==> src/hdl/eafr_pkg.sv <==
package eafr_pkg;

  localparam logic [7:0] FLAG_BYTE = 8'h7E;
  localparam logic [7:0] ESC_BYTE  = 8'h7D;
  localparam logic [7:0] ESC_XOR   = 8'h20;
  localparam logic [7:0] XON_BYTE  = 8'h11;
  localparam logic [7:0] XOFF_BYTE = 8'h13;
  localparam logic [7:0] TYPE_MODEM  = 8'h8A;
  localparam logic [7:0] TYPE_TXSTAT = 8'h8B;
  localparam logic [7:0] TYPE_ATRESP = 8'h88;
  localparam logic [7:0] TYPE_RXPKT  = 8'h90;
  localparam logic [7:0] MODEM_ASSOC    = 8'h02;
  localparam logic [7:0] MODEM_DISASSOC = 8'h03;
  localparam logic [7:0] CSUM_BASE = 8'hFF;

  localparam logic [1:0] OP_BYTE   = 2'd0;
  localparam logic [1:0] OP_ARM_AT = 2'd1;
  localparam logic [1:0] OP_ARM_TX = 2'd2;
  localparam logic [1:0] OP_ARM_RX = 2'd3;

  localparam logic [2:0] KIND_PAYLOAD = 3'd0;
  localparam logic [2:0] KIND_MODEM   = 3'd1;
  localparam logic [2:0] KIND_TXSTAT  = 3'd2;
  localparam logic [2:0] KIND_AT_DONE = 3'd3;
  localparam logic [2:0] KIND_RX_DONE = 3'd4;

  localparam logic [1:0] DEST_AT   = 2'd0;
  localparam logic [1:0] DEST_REQ  = 2'd1;
  localparam logic [1:0] DEST_HOLD = 2'd2;

  localparam logic [1:0] EXP_NONE   = 2'd0;
  localparam logic [1:0] EXP_TXSTAT = 2'd1;
  localparam logic [1:0] EXP_AT     = 2'd2;

  localparam int HDR_DEPTH = 11;

  typedef struct packed {
    logic [1:0]  op;
    logic [7:0]  rx_byte;
    logic [7:0]  sequence_id;
    logic [15:0] buffer_limit;
  } in_item_t;

  typedef struct packed {
    logic [2:0]  kind;
    logic [7:0]  data_byte;
    logic [15:0] byte_offset;
    logic [1:0]  destination;
    logic [7:0]  status_code;
    logic [15:0] data_count;
    logic [63:0] source_addr_long;
    logic [15:0] source_addr_short;
    logic        is_associated;
  } out_item_t;

endpackage

==> src/hdl/eafr_if.sv <==
interface eafr_in_if;
  logic                valid;
  logic                ready;
  eafr_pkg::in_item_t  data;
  modport source (output valid, output data, input ready);
  modport sink   (input valid, input data, output ready);
endinterface

interface eafr_out_if;
  logic                valid;
  logic                ready;
  eafr_pkg::out_item_t data;
  modport source (output valid, output data, input ready);
  modport sink   (input valid, input data, output ready);
endinterface

==> src/hdl/eafr_core.sv <==
module eafr_core #(
  parameter int HOLD_BUFFER_DEPTH = 128
) (
  input  logic                clk,
  input  logic                rst_n,
  input  logic                step,
  input  eafr_pkg::in_item_t  item,
  output logic                res_valid,
  output eafr_pkg::out_item_t res
);

  localparam logic [3:0] PH_MARK = 4'd0, PH_LEN_HI = 4'd1, PH_LEN_LO = 4'd2,
    PH_TYPE = 4'd3, PH_MODEM = 4'd4, PH_TXSTAT = 4'd5, PH_ATRESP = 4'd6,
    PH_HOLD = 4'd7, PH_REQ = 4'd8;
  localparam logic [15:0] HOLD_LIM = 16'(HOLD_BUFFER_DEPTH);

  logic [3:0]  phase_r, phase_nxt;
  logic        esc_r, esc_nxt, body_r, body_nxt;
  logic [15:0] size_r, size_nxt, pay_r, pay_nxt, rd_r, rd_nxt;
  logic [3:0]  hlen_r, hlen_nxt;
  logic [7:0]  sum_r, sum_nxt;
  logic [7:0]  hdr_r [eafr_pkg::HDR_DEPTH];
  logic [1:0]  expk_r, expk_nxt;
  logic [7:0]  expseq_r, expseq_nxt;
  logic [15:0] rlim_r, rlim_nxt, dlim_r, dlim_nxt;
  logic        dreq_r, dreq_nxt, assoc_r, assoc_nxt;
  logic        hdr_we;
  logic [7:0]  b;
  logic [15:0] sz_full, rem, lim_sel;
  logic [16:0] pay_end;
  logic        v;
  eafr_pkg::out_item_t o;

  always_comb begin
    phase_nxt = phase_r; esc_nxt = esc_r; body_nxt = body_r; size_nxt = size_r;
    pay_nxt = pay_r; rd_nxt = rd_r; hlen_nxt = hlen_r; sum_nxt = sum_r;
    expk_nxt = expk_r; expseq_nxt = expseq_r; rlim_nxt = rlim_r; dlim_nxt = dlim_r;
    dreq_nxt = dreq_r; assoc_nxt = assoc_r; hdr_we = 1'b0;
    v = 1'b0; o = '0;
    b = esc_r ? (item.rx_byte ^ eafr_pkg::ESC_XOR) : item.rx_byte;
    sz_full = {size_r[15:8], item.rx_byte};
    pay_end = {13'd0, hlen_r} + {1'b0, pay_r};
    rem = '0; lim_sel = '0;
    unique case (item.op)
      eafr_pkg::OP_ARM_AT: begin
        expk_nxt = eafr_pkg::EXP_AT; expseq_nxt = item.sequence_id;
        rlim_nxt = item.buffer_limit;
      end
      eafr_pkg::OP_ARM_TX: expk_nxt = eafr_pkg::EXP_TXSTAT;
      eafr_pkg::OP_ARM_RX: if (assoc_r) begin
        dlim_nxt = item.buffer_limit; dreq_nxt = 1'b1;
      end
      default: begin
        if (item.rx_byte == eafr_pkg::XON_BYTE || item.rx_byte == eafr_pkg::XOFF_BYTE) begin
        end else if (item.rx_byte == eafr_pkg::FLAG_BYTE) begin
          phase_nxt = PH_LEN_HI; esc_nxt = 1'b0; body_nxt = 1'b0;
        end else if (item.rx_byte == eafr_pkg::ESC_BYTE) begin
          esc_nxt = 1'b1;
        end else begin
          esc_nxt = 1'b0;
          if (body_r) begin
            if (rd_r < {12'd0, hlen_r}) begin
              sum_nxt = sum_r + b; hdr_we = 1'b1; rd_nxt = rd_r + 16'd1;
            end else if ({1'b0, rd_r} < pay_end) begin
              sum_nxt = sum_r + b; rd_nxt = rd_r + 16'd1; v = 1'b1;
              o.kind = eafr_pkg::KIND_PAYLOAD; o.data_byte = b;
              o.byte_offset = rd_r - {12'd0, hlen_r};
              o.destination = (phase_r == PH_ATRESP) ? eafr_pkg::DEST_AT :
                              (phase_r == PH_REQ) ? eafr_pkg::DEST_REQ :
                              eafr_pkg::DEST_HOLD;
            end else if (rd_r < size_r) begin
              sum_nxt = sum_r + b; rd_nxt = rd_r + 16'd1;
            end else begin
              body_nxt = 1'b0; phase_nxt = PH_MARK;
              if (b == eafr_pkg::CSUM_BASE - sum_r) begin
                if (phase_r == PH_MODEM) begin
                  v = 1'b1; o.kind = eafr_pkg::KIND_MODEM; o.status_code = hdr_r[0];
                  if (hdr_r[0] == eafr_pkg::MODEM_ASSOC) assoc_nxt = 1'b1;
                  else if (hdr_r[0] == eafr_pkg::MODEM_DISASSOC) begin
                    assoc_nxt = 1'b0; dreq_nxt = 1'b0;
                  end
                end else if (phase_r == PH_TXSTAT) begin
                  expk_nxt = eafr_pkg::EXP_NONE; v = 1'b1;
                  o.kind = eafr_pkg::KIND_TXSTAT; o.status_code = hdr_r[4];
                end else if (phase_r == PH_ATRESP) begin
                  if (hdr_r[0] == expseq_r) begin
                    expk_nxt = eafr_pkg::EXP_NONE; v = 1'b1;
                    o.kind = eafr_pkg::KIND_AT_DONE; o.status_code = hdr_r[3];
                    o.data_count = pay_r;
                  end
                end else if (phase_r == PH_REQ) begin
                  dreq_nxt = 1'b0; v = 1'b1;
                  o.kind = eafr_pkg::KIND_RX_DONE; o.data_count = pay_r;
                  o.source_addr_long = {hdr_r[0], hdr_r[1], hdr_r[2], hdr_r[3],
                                        hdr_r[4], hdr_r[5], hdr_r[6], hdr_r[7]};
                  o.source_addr_short = {hdr_r[8], hdr_r[9]};
                end
              end
            end
          end else begin
            unique case (phase_r)
              PH_LEN_HI: begin size_nxt = {b, 8'd0}; phase_nxt = PH_LEN_LO; end
              PH_LEN_LO: begin
                sz_full = {size_r[15:8], b};
                if (sz_full == 16'd0) phase_nxt = PH_MARK;
                else begin size_nxt = sz_full - 16'd1; phase_nxt = PH_TYPE; end
              end
              PH_TYPE: begin
                phase_nxt = PH_MARK;
                rd_nxt = rd_r; 
                case (b)
                  eafr_pkg::TYPE_MODEM: if (size_r >= 16'd1) begin
                    hlen_nxt = 4'd1; pay_nxt = '0; phase_nxt = PH_MODEM;
                  end
                  eafr_pkg::TYPE_TXSTAT:
                    if (size_r >= 16'd6 && expk_r == eafr_pkg::EXP_TXSTAT) begin
                      hlen_nxt = 4'd6; pay_nxt = '0; phase_nxt = PH_TXSTAT;
                    end
                  eafr_pkg::TYPE_ATRESP:
                    if (size_r >= 16'd4 && expk_r == eafr_pkg::EXP_AT) begin
                      rem = size_r - 16'd4; hlen_nxt = 4'd4;
                      pay_nxt = (rem > rlim_r) ? rlim_r : rem; phase_nxt = PH_ATRESP;
                    end
                  eafr_pkg::TYPE_RXPKT: if (size_r >= 16'd11) begin
                    rem = size_r - 16'd11; hlen_nxt = 4'd11;
                    lim_sel = dreq_r ? dlim_r : HOLD_LIM;
                    pay_nxt = (rem > lim_sel) ? lim_sel : rem;
                    phase_nxt = dreq_r ? PH_REQ : PH_HOLD;
                  end
                  default: phase_nxt = PH_MARK;
                endcase
                if (phase_nxt != PH_MARK) begin
                  rd_nxt = '0; sum_nxt = b; body_nxt = 1'b1;
                end
              end
              default: phase_nxt = PH_MARK;
            endcase
          end
        end
      end
    endcase
    o.is_associated = assoc_nxt;
  end

  always_ff @(posedge clk) begin
    if (!rst_n) begin
      phase_r <= PH_MARK; esc_r <= 1'b0; body_r <= 1'b0; size_r <= '0;
      pay_r <= '0; rd_r <= '0; hlen_r <= '0; sum_r <= '0;
      expk_r <= eafr_pkg::EXP_NONE; expseq_r <= 8'hFF; rlim_r <= '0;
      dlim_r <= '0; dreq_r <= 1'b0; assoc_r <= 1'b0; res_valid <= 1'b0;
    end else if (step) begin
      phase_r <= phase_nxt; esc_r <= esc_nxt; body_r <= body_nxt;
      size_r <= size_nxt; pay_r <= pay_nxt; rd_r <= rd_nxt; hlen_r <= hlen_nxt;
      sum_r <= sum_nxt; expk_r <= expk_nxt; expseq_r <= expseq_nxt;
      rlim_r <= rlim_nxt; dlim_r <= dlim_nxt; dreq_r <= dreq_nxt;
      assoc_r <= assoc_nxt; res_valid <= v;
    end else begin
      res_valid <= 1'b0;
    end
  end

  always_ff @(posedge clk) begin
    if (step) res <= o;
    if (step && hdr_we && rd_r < 16'(eafr_pkg::HDR_DEPTH))
      hdr_r[rd_r[3:0]] <= b;
  end

endmodule

==> src/hdl/eafr_outbuf.sv <==
module eafr_outbuf (
  input  logic                clk,
  input  logic                rst_n,
  input  logic                res_valid,
  input  eafr_pkg::out_item_t res,
  output logic                can_take,
  eafr_out_if.source          out_ch
);

  // two-entry skid: main output register plus spare
  logic                main_v_r, skid_v_r;
  eafr_pkg::out_item_t main_r, skid_r;

  assign can_take = !skid_v_r;
  assign out_ch.valid = main_v_r;
  assign out_ch.data = main_r;

  always_ff @(posedge clk) begin
    if (!rst_n) begin
      main_v_r <= 1'b0; skid_v_r <= 1'b0;
    end else begin
      if (!main_v_r || out_ch.ready) begin
        if (skid_v_r) begin
          main_v_r <= 1'b1; main_r <= skid_r;
          skid_v_r <= res_valid; skid_r <= res;
        end else begin
          main_v_r <= res_valid; main_r <= res;
        end
      end else if (res_valid) begin
        skid_v_r <= 1'b1; skid_r <= res;
      end
    end
  end

endmodule

==> src/hdl/escaped_api_frame_receiver.sv <==
// a result beat is registered first in the core and then in the output stage before it appears on out_ch
// throughput: one input beat per cycle while in_ch.ready is high; each beat is decoded in a single pass
// a two-entry output stage lets input continue while one result waits
// reset: synchronous active-low rst_n returns the deframer to waiting for a flag
module escaped_api_frame_receiver #(
  parameter int HOLD_BUFFER_DEPTH = 128
) (
  input  logic       clk,
  input  logic       rst_n,
  eafr_in_if.sink    in_ch,
  eafr_out_if.source out_ch
);

  logic                step, res_valid, can_take;
  eafr_pkg::out_item_t res;

  // take a beat only when the spare slot is free and no waiting result is about to fill it, so no result is lost
  assign in_ch.ready = can_take && !(res_valid && out_ch.valid && !out_ch.ready);
  assign step = in_ch.valid && in_ch.ready;

  eafr_core #(.HOLD_BUFFER_DEPTH(HOLD_BUFFER_DEPTH)) u_core (
    .clk, .rst_n, .step, .item(in_ch.data), .res_valid, .res
  );

  eafr_outbuf u_buf (
    .clk, .rst_n, .res_valid, .res, .can_take, .out_ch
  );

endmodule

==> src/flat_wrapper.sv <==
// flat-port wrapper written by rule: the top's interface ports become plain ports
module escaped_api_frame_receiver_flat 
#(
  parameter int HOLD_BUFFER_DEPTH = 128
)
  (clk, rst_n, in_ch_valid, in_ch_data, in_ch_ready, out_ch_valid, out_ch_data, out_ch_ready);
  eafr_in_if in_ch_i ();
  eafr_out_if out_ch_i ();
  input  logic clk;
  input  logic rst_n;
  input wire logic [$bits(in_ch_i.valid)-1:0] in_ch_valid;
  input wire logic [$bits(in_ch_i.data)-1:0] in_ch_data;
  output wire logic [$bits(in_ch_i.ready)-1:0] in_ch_ready;
  output wire logic [$bits(out_ch_i.valid)-1:0] out_ch_valid;
  output wire logic [$bits(out_ch_i.data)-1:0] out_ch_data;
  input wire logic [$bits(out_ch_i.ready)-1:0] out_ch_ready;
  assign in_ch_i.valid = in_ch_valid;
  assign in_ch_i.data = in_ch_data;
  assign in_ch_ready = in_ch_i.ready;
  assign out_ch_valid = out_ch_i.valid;
  assign out_ch_data = out_ch_i.data;
  assign out_ch_i.ready = out_ch_ready;
  escaped_api_frame_receiver #(.HOLD_BUFFER_DEPTH(HOLD_BUFFER_DEPTH)) u_core (.clk(clk), .rst_n(rst_n), .in_ch(in_ch_i), .out_ch(out_ch_i));
endmodule
==> config.mk <==
export PLATFORM = sky130hd
export DESIGN_NAME = escaped_api_frame_receiver_flat
export DESIGN_NICKNAME = d
export VERILOG_FILES = /design/src/hdl/eafr_pkg.sv /design/src/hdl/eafr_if.sv /design/src/hdl/eafr_core.sv /design/src/hdl/eafr_outbuf.sv /design/src/hdl/escaped_api_frame_receiver.sv /design/src/flat_wrapper.sv
export SDC_FILE = /design/constraint.sdc
export NUM_CORES = 1
export LEC_CHECK = 0
export BUFFER_PORTS_ARGS = -buffer_cell sky130_fd_sc_hd__buf_2
export CAP_MARGIN = 5
export CORE_MARGIN = 2
export CORE_UTILIZATION = 30
export CTS_CLUSTER_DIAMETER = 80
export DETAILED_ROUTE_END_ITERATION = 7
export GPL_TIMING_DRIVEN = 0
export SYNTH_ARGS = -nofsm -noshare
export SYNTH_HDL_FRONTEND = slang
export SYNTH_SLANG_ARGS = --single-unit
==> constraint.sdc <==
create_clock -name clk -period 9.44 [get_ports clk]
set_input_delay 1.888 -clock clk [delete_from_list [all_inputs] [get_ports clk]]
set_output_delay 1.888 -clock clk [all_outputs]
set_load 0.02 [all_outputs]
Word-level counts from Yosys, hierarchy flattened
Memory sizes are Yosys's and may differ from the RTL's.
Cells that the tools add are included.
- flip-flop bits (word level): 515
- bits in writable memories: 88
- input port bits: 38
- output and inout port bits: 136
- logic and storage cells: 315
- memories: 1
- memories (memory ; depth ; width ; rd ports ; clocked after Yosys merged registers in ; wr ports ; line ; RTL):
    u_core.u_core.hdr_r ; 11 ; 8 ; 10 ; 0 ; 1 ; eafr_core.sv:22 ; logic [7:0] hdr_r [eafr_pkg::HDR_DEPTH];
- $add $sub $neg: 8
- order comparisons: 10
- equality and inequality tests: 53
- muxes and demuxes: 135
- bitwise logic cells: 13
- reductions and logical operators: 49
- operator list (operator ; count):
    $mux 134 ; 4
    $mux 16 ; 15
    $mux 96 ; 1
    $mux 4 ; 18
    $mux 8 ; 9
    $pmux 16 s4 ; 1
    $mux 1 ; 58
    $eq 8x8->1 const B ; 4
    $ge 16x3->1 const B ; 2
    $gt 16x16->1 ; 2
    $mux 2 ; 16
    $pmux 16 s2 ; 1
    $pmux 4 s4 ; 2
    $ne 3x1->1 const B ; 9
    $mux 24 ; 1
    $reduce_or 10->1 ; 2
    $add 4x16->17 ; 1
    $lt 16x17->1 ; 1
    $add 16x1->16 const B ; 1
    $eq 8x2->1 const B ; 2
    $eq 8x5->1 const B ; 2
    $eq 8x7->1 const B ; 2
    $eq 8x8->1 ; 2
    $ge 16x1->1 const B ; 1
    49 further kinds ; 111

Longest topological paths before layout
Gate-level depths: netlist of run 1.
- word-level depth: 16
- depth in mapped cells: 18
- mapped depth without buffers: 15

By module
From an unflattened synthesis of run 1, not the netlist that was laid out.
- cell total of the unflattened synthesis: 2003
- area, all modules: 26535.4 um^2
- modules (own cells, without submodules) (module ; instances ; cells an instance ; area each (um^2)):
    eafr_core ; 1 ; 1572 ; 16712.3
    eafr_outbuf ; 1 ; 428 ; 9803.2
    escaped_api_frame_receiver ; 1 ; 3 ; 20.0

Worst setup path before layout of run 1
Ideal clock, no wire load.
- kind: input-to-reg
- from: input port rst_n
- to: register u_core.u_buf.skid_r[0] (netlist name) (enable)
- arrival time: 8618 ps
- data required time: 8769 ps
- path slack: 151 ps
- stages on the path: 3
- cells stage by stage: inv_1 clkbuf_1 a21oi_1
- cells in the longest elaborated chain, start to end: 1
- RTL lines (element ; line ; RTL):
    start, declared ; flat_wrapper.sv:10 ; input logic rst_n;
    $reduce_and 3->1 (no line) ; - ;
    end signal, assigned ; eafr_outbuf.sv:25 ; skid_v_r <= res_valid; skid_r <= res;
    end, declared ; eafr_outbuf.sv:12 ; eafr_pkg::out_item_t main_r, skid_r;
No other way between the ends.
A chain may end at the register's enable or synchronous reset.

Worst setup path in the final report of run 1
- from: register u_core.u_core.size_r[2]
- to: register u_core.u_core.pay_r[0]
- cells in the longest elaborated chain, start to end: 5
- RTL lines (element ; line ; RTL):
    start, declared ; eafr_core.sv:19 ; logic [15:0] size_r, size_nxt, pay_r, pay_nxt, rd_r, rd_nxt;
    start signal, assigned ; eafr_core.sv:153 ; size_r <= size_nxt; pay_r <= pay_nxt; rd_r <= rd_nxt; hlen_r <= hlen_nxt;
    $sub 16x4->16 / $sub 16x3->16 (equally long branches) ; eafr_core.sv:125, eafr_core.sv:121 ;
    $gt 16x16->1, on equally long branches ; eafr_core.sv:127, eafr_core.sv:122 ;
    $mux 16, on equally long branches ; eafr_core.sv:127, eafr_core.sv:122 ;
    $mux 16, on equally long branches ; eafr_core.sv:124, eafr_core.sv:120 ;
    $pmux 16 s4 ; eafr_core.sv:111 ; case (b)
    end signal, assigned ; eafr_core.sv:153 ;
    end, declared ; eafr_core.sv:19 ;
Several ways; a longest one is shown, not always the timed one. The select of a mux whose other input is x is not followed.

==> results of run 1 <==
cells in the final DEF, fill, tap and decap left out, types with 6 or more instances in the layout:
cell type and n:
a211oi_1 12, nor2b_1 9, dfxtp_1 113, buf_2 190, a31oi_1 18, o31ai_1 6
nor4_1 14, clkbuf_1 82, and2_1 110, nor2_1 91, clkinv_2 7, edfxtp_1 482
nand3b_1 10, xnor2_1 43, clkbuf_16 67, nand2b_1 14, and4_1 7, ha_1 97
inv_1 73, xor2_1 23, nor3b_1 6, o21ai_0 62, a22oi_1 22, mux2_2 147
bufinv_16 7, nor3_1 34, and3_1 15, or3_1 12, a21oi_1 103, a21o_1 6
mux2i_1 17, nand3_1 42, or4_1 7, nand2_1 182, nand4_1 30, clkinv_1 7
buf_12 7
critical path: cells and delay by family, from the launching register on:
kind	cells	cell delay [ns]
adders and majority gates	2	0.59
AOI/OAI and AO/OA	6	2.11
buffers and inverters	3	0.82
DFF	1	0.37
xor gates and xnor gates	1	0.34
and+or+nand+nor	4	1.09
cells by family after synthesis:
| logic type | Yosys count | synth area share, % |
|---|---|---|
| buf+inv | 169 | 2.58 |
| mux | 164 | 6.94 |
| simple gates | 615 | 12.3 |
| flops | 595 | 63.6 |
| compound gates | 301 | 7.43 |
| fa+ha+maj | 100 | 4.84 |
| xor+xnor | 67 | 2.26 |
flip-flops by register name, summed over array words and instances, names as in the netlist, 2 cells and up:
| signal | flops |
|---|---|
| u_core.u_buf.out_ch.data | 134 |
| u_core.u_buf.skid_r | 134 |
| u_core.u_core.res | 134 |
| u_core.u_core.hdr_r | 80 |
| u_core.u_core.dlim_r | 16 |
| u_core.u_core.pay_r | 16 |
| u_core.u_core.rd_r | 16 |
| u_core.u_core.rlim_r | 16 |
| u_core.u_core.size_r | 16 |
| u_core.u_core.expseq_r | 8 |
| u_core.u_core.sum_r | 8 |
| u_core.u_core.hlen_r | 4 |
| u_core.u_core.phase_r | 4 |
| u_core.u_core.expk_r | 2 |
stage by stage:
step	instance area, µm²	utilization [%]	setup TNS, ns	hold slack, ns
after CTS	31000	35.8	0	0.423
after global routing	31000	35.8	0	0.439
after global placement	28600	33.0	-838.91	0.431
final	31000	35.8	0	0.427
after floorplan	26300	-	0	0.422
after detailed placement	28800	33.2	0	0.430
worst paths after layout:
kind,start,to,slack [ns],cells past startpoint
hold / removal,u_core.u_core.res[8]$_SDFFCE_PP0P_,u_core.u_buf.skid_r[8]$_DFFE_PP_,0.43,0
setup reg to reg,u_core.u_core.size_r[2]$_SDFFE_PN0P_,u_core.u_core.pay_r[0]$_SDFFE_PN0P_,3.96,16
setup / recovery,u_core.u_core.size_r[2]$_SDFFE_PN0P_,u_core.u_core.pay_r[0]$_SDFFE_PN0P_,3.96,16
hold reg to reg,u_core.u_core.res[8]$_SDFFCE_PP0P_,u_core.u_buf.skid_r[8]$_DFFE_PP_,0.43,0
layer usage:
layer | track usage (%) | part of all wire, % | vias up
li1 | - | - | 7947
met1 | 21.3 | 44 | 8375
met2 | 25.8 | 47 | 556
met3 | 3.14 | 6.3 | 121
met4 | 5.71 | 2.6 | 8
met5 | 0 | 0.067 | -
layout make-up:
class                   count  area, µm²
clock inverters            36        462
multi-input cells        1247       8900
inverters                  75        287
repair buffers            182       1060
fillers                  8384      55700
flip-flops and latches    595      16700
clock buffers              81       1730
diodes                      2       5.00
plain buffers              94        398
well taps                1155       1450
report_power, final:
| part | total, mW | switching [mW] | leakage, nW | internal (mW) |
|---|---|---|---|---|
| sequential | 2.93 | 0.0295 | 5.43 | 2.90 |
| combinational | 0.254 | 0.172 | 4.28 | 0.0820 |
| clock | 2.59 | 1.07 | 1.06 | 1.52 |
==> results.cfg, run 1 <==
[place]
portBuffers = 173
dp_hpwl_mm = 52.6
gp_congestion = 0.882
place_inst = 3348
dp_worst_setup_slack_ns = 3.62

[logic_synthesis]
yosysTopAreaCellShare_pct = 55.0
synth_seq_cells = 595
synth_fp_nets = 2149
ys_top_cells_by_area = edfxtp_1, dfxtp_1, mux2_2, ha_1, and2_1
yosys_warnings = 0
async_flop_share_pct = 0
netlist_area_mm2 = 0.0263
ys_top_cells_by_count = edfxtp_1, nand2_1, mux2_2
yosysTopAreaCell = edfxtp_1
synth_seq_area_share_pct = 63.6
synth_cell_types = 92
synth-main-ff-cell = edfxtp_1
syn-instance-count = 2011
syn-mean-instance-area_um2 = 13.1
synth-edff-count = 482
synth_most_common_cell = edfxtp_1

[cells_and_area]
syn_to_final_growth_pct = 18.0
drive_gt1_share_pct = 21.2
final_cells = 3467
fin_nets = 2399

[worst_setup_path]
endpoint_kind = flip-flop
start_kind = flip-flop
cp_slowest_cell = nor3b_2
path_max_fanout = 8
critical_path_required_ns = 9.90
slowest_delay_ns = 0.63
path_class = flip-flop to flip-flop
crit_path_frequent_cell = a21oi_1
crit_arrival_ns = 5.94
worstPathCellList = clkbuf_1 > inv_1 > ha_1 > a21oi_1 > nor3b_2 > nand2_1 > xnor2_1 > ha_1 > nand2_1 > o21ai_0 > a2111oi_0 > a21oi_1 > and3_1 > clkbuf_1 > a221oi_1 > a21oi_1

[clock_network]
clockRootBuffer = clkbuf_16
cts_tree = done
cts_num_sinks = 595
clkTransAtPathRegs_ns = 0.06
cts-htree-levels = 3
cts_setup_buffers = 0
numCtsBuffers = 66
cts_resized = 0
cts_hold_buf = 0
insertion_delay_ns = 0.62
clock_path_buffers = 3

[floorplan]
rows = 108
start_util_pct = 30.3
dieArea_mm2 = 0.0900
die_x_um = 300
num_io_pins = 174
chipHeight_um = 300
core-area_mm2 = 0.0868

[route]
wl_per_cell_um = 20.8
first_pass_iters = 6
drc = 0
wl_mm = 72.1
postRouteAntennaNets = 0
first_iter_violations = 1305
num_vias = 17000
vias_per_cell = 4.91

[sta]
post-route-period-util_pct = 58.1
hold_viol = 0
setup_violations = 0
fin_crit_ns = 5.48
drv_slew = 0
slew-limit-headroom_pct = 26.4
finalClockSkew_ns = 0.0269
clock.fmax_mhz = 182
tightest_slew_ns = 1.10
rsz0062_at_grt = no
setup_ws_ns = 3.96

[hold_path]
hold_class = flip-flop to flip-flop

[global_routing]
grt_pass1_vias = 17400
grt.total_usage_pct = 16.0
grt_max_degree = 81
antenna_found_initial = 7
grt_overflow = 0
grt_pass1_wl_mm = 109

[power_and_ir_drop]
vdd_ir_drop_max_v = 0.000113
p_leak_nw = 10.8
power_density_mw_per_mm2 = 186
power_mw = 5.78

[flow_run]
cap_violations = 0

[status]
status = finished, final reports clean
Power figures use the tool's default switching activity.
==> inputs of run 2 (changes only) <==
--- a/config.mk
+++ b/config.mk
@@ -5,6 +5,7 @@
 export SDC_FILE = /design/constraint.sdc
 export NUM_CORES = 1
 export LEC_CHECK = 0
+export ABC_AREA = 1
 export BUFFER_PORTS_ARGS = -buffer_cell sky130_fd_sc_hd__buf_2
 export CAP_MARGIN = 5
 export CORE_MARGIN = 2
==> constraint.sdc (replaced) <==
create_clock -name clk -period 4.4 [get_ports clk]
set_input_delay 0.88 -clock clk [delete_from_list [all_inputs] [get_ports clk]]
set_output_delay 0.88 -clock clk [all_outputs]
set_load 0.02 [all_outputs]
==> results.cfg, run 2 <==
[global_routing]
use_met3_pct = 3.06
grtUsageMet2_pct = 25.5
busiest_layer = met2
grt_pass1_wl_mm = 112
grt_pass1_vias = 18900
grt_max_degree = 43
grt.total_usage_pct = 15.8
grt.met1_usage_pct = 21.2
grt_overflow = 0
antenna_found_initial = 7

[sta]
rsz0062_at_grt = no
slew-limit-headroom_pct = 25.3
fin_crit_ns = 4.05
setup-tns-final_ns = 0
drv_slew = 0
clock.fmax_mhz = 247
finalClockSkew_ns = 0.0321
setup_violations = 0
post-route-period-util_pct = 92.1
setup_ws_ns = 0.347
hold_viol = 0
tightest_slew_ns = 1.12

[worst_setup_path]
rr_worst_depth = 20
start_kind = flip-flop
critical_path_required_ns = 4.83
path_class = flip-flop to flip-flop
crit_arrival_ns = 4.48
worstReg2RegStart = u_core.u_core.hlen_r[2]$_SDFFE_PN0P_
startpoint = u_core.u_core.hlen_r[2]$_SDFFE_PN0P_
endpoint_kind = flip-flop
path_max_fanout = 10
worst-r2r-setup-slack_ns = 0.35

[status]
status = finished, final reports clean

[logic_synthesis]
netlist_area_mm2 = 0.0272
syn-mean-instance-area_um2 = 9.95
syn-instance-count = 2735
yosysTopAreaCellShare_pct = 53.2
synth_seq_cells = 595
yosys_warnings = 0
yosysTopAreaCell = edfxtp_1
synth-edff-count = 482
ys_top_cells_by_area = edfxtp_1, nand2_1, dfxtp_1, ha_1, inv_1
synth_fp_nets = 2873
synth_seq_area_share_pct = 61.5
async_flop_share_pct = 0
synth_cell_types = 52
synth-main-ff-cell = edfxtp_1
synth_most_common_cell = nand2_1
ys_top_cells_by_count = nand2_1, edfxtp_1, inv_1

[clock_network]
clockRootBuffer = clkbuf_16
clock_path_buffers = 3
insertion_delay_ns = 0.64
clkTransAtPathRegs_ns = 0.06
cts-htree-levels = 3
numCtsBuffers = 70
cts_tree = done
cts_num_sinks = 595

[place]
dp_hpwl_mm = 54.5
dp_worst_setup_slack_ns = -0.0490
gp_congestion = 0.905
portBuffers = 173

[floorplan]
chipHeight_um = 305
num_io_pins = 174
die_x_um = 305
core-area_mm2 = 0.0900
start_util_pct = 30.2
dieArea_mm2 = 0.0931
rows = 110

[route]
num_vias = 19600
drc = 0
first_iter_violations = 1614
first_pass_iters = 6
vias_per_cell = 4.64
wl_mm = 74.7
wl_per_cell_um = 17.7
postRouteAntennaNets = 0

[cells_and_area]
final_cell_mix = nand2_1, edfxtp_1, inv_1
fin_nets = 3133
drive_gt1_share_pct = 13.8
final_common_cell = nand2_1
fillers = 9121
syn_to_final_growth_pct = 18.7

[hold_path]
hold_class = flip-flop to flip-flop
holdPathStages = 0
worstHoldStart = u_core.u_core.res[13]$_SDFFCE_PP0P_

[power_and_ir_drop]
vdd_ir_drop_max_v = 0.000236
p_leak_nw = 13.1
power_density_mw_per_mm2 = 393

[flow_run]
cap_violations = 0
==> run 2: changes by cell type after synthesis, moves of 27 or more <==
cell	previous run	this run
and2_1	110	0
a21oi_1	104	138
mux2_2	147	0
nor2_1	92	272
nand2_1	182	733
nand3_1	42	182
inv_1	74	286
xnor2_1	43	13
o21ai_0	62	89
==> run 2: stage by stage <==
stage	hold WS (ns)	std cells	instance area (µm²)	utilization (%)	power, mW
final	0.439	4230	32300	35.9	12.7
after global routing	0.436	4229	32300	35.9	13.2
after CTS	0.437	4227	32200	35.8	12.8
after detailed placement	0.432	4097	29900	33.2	7.05
after global placement	0.429	4084	29600	32.9	7.03
after floorplan	0.427	2735	27200	-	6.77
==> run 2: kinds of logic (layout without fill, tap and decap cells) <==
logic type	count (synthesis)	count (layout)	synth area share (%)
AOI/OAI and AO/OA	268	268	5.32
xor gates and xnor gates	62	62	2.00
adders and majority gates	100	100	4.68
buffers and inverters	396	714	5.87
DFF	595	595	61.5
other	0	1	0
and+or+nand+nor	1314	1314	20.6
==> run 2: cell type report <==
class	count	area [µm²]	area share, %
Timing Repair Buffer	188	1160	3.60
Tap cell	1176	1470	4.56
Buffer	102	504	1.56
Multi-Input combinational cell	1744	8970	27.8
Inverter	294	1110	3.44
Antenna cell	1	2.50	0.00775
Clock buffer	88	1880	5.82
Sequential cell	595	16700	51.8
Clock inverter	42	450	1.39
==> run 2: critical path, cell delays in order (launching register included) <==
cell	delay, ns
dfxtp_1	0.34
ha_1	0.35
nand3_1	0.09
nand2_1	0.10
nand2_1	0.07
a21oi_2	0.19
nand4_1	0.20
nor3_4	0.22
nand2_1	0.09
o21ai_0	0.13
o21ai_0	0.15
ha_1	0.33
nand4_1	0.09
nor2_1	0.10
nand3_1	0.13
nand3_4	0.16
nand3_2	0.19
inv_2	0.16
nand4_4	0.23
clkbuf_4	0.30
nor3_1	0.20
==> run 2: where the power goes <==
group	internal (mW)	switching, mW
clock network	3.29	2.46
registers	6.19	0.0511
logic	0.196	0.494
total	9.68	3.01
==> run 2: path summary, 6_finish.rpt <==
path | end
max | u_core.u_core.res[94]$_SDFFCE_PP0P_
min | u_core.u_buf.skid_r[13]$_DFFE_PP_
max reg2reg | u_core.u_core.res[94]$_SDFFCE_PP0P_
min reg2reg | u_core.u_buf.skid_r[13]$_DFFE_PP_
==> run 2: timing repair <==
item / 4_1_cts / 5_1_grt
setup endpoints to repair: 20 / 158
pin swaps: 0 / 2
setup buffers: 0 / 2
resized for setup: 2 / 23
hold buffers: 0 / 0
==> run 2: metal layers <==
layer | share of wire [%] | vias to the layer above
li1 | - | 9663
met1 | 44 | 9205
met2 | 46 | 621
met3 | 6.8 | 142
met4 | 2.8 | 12
met5 | 0.092 | -
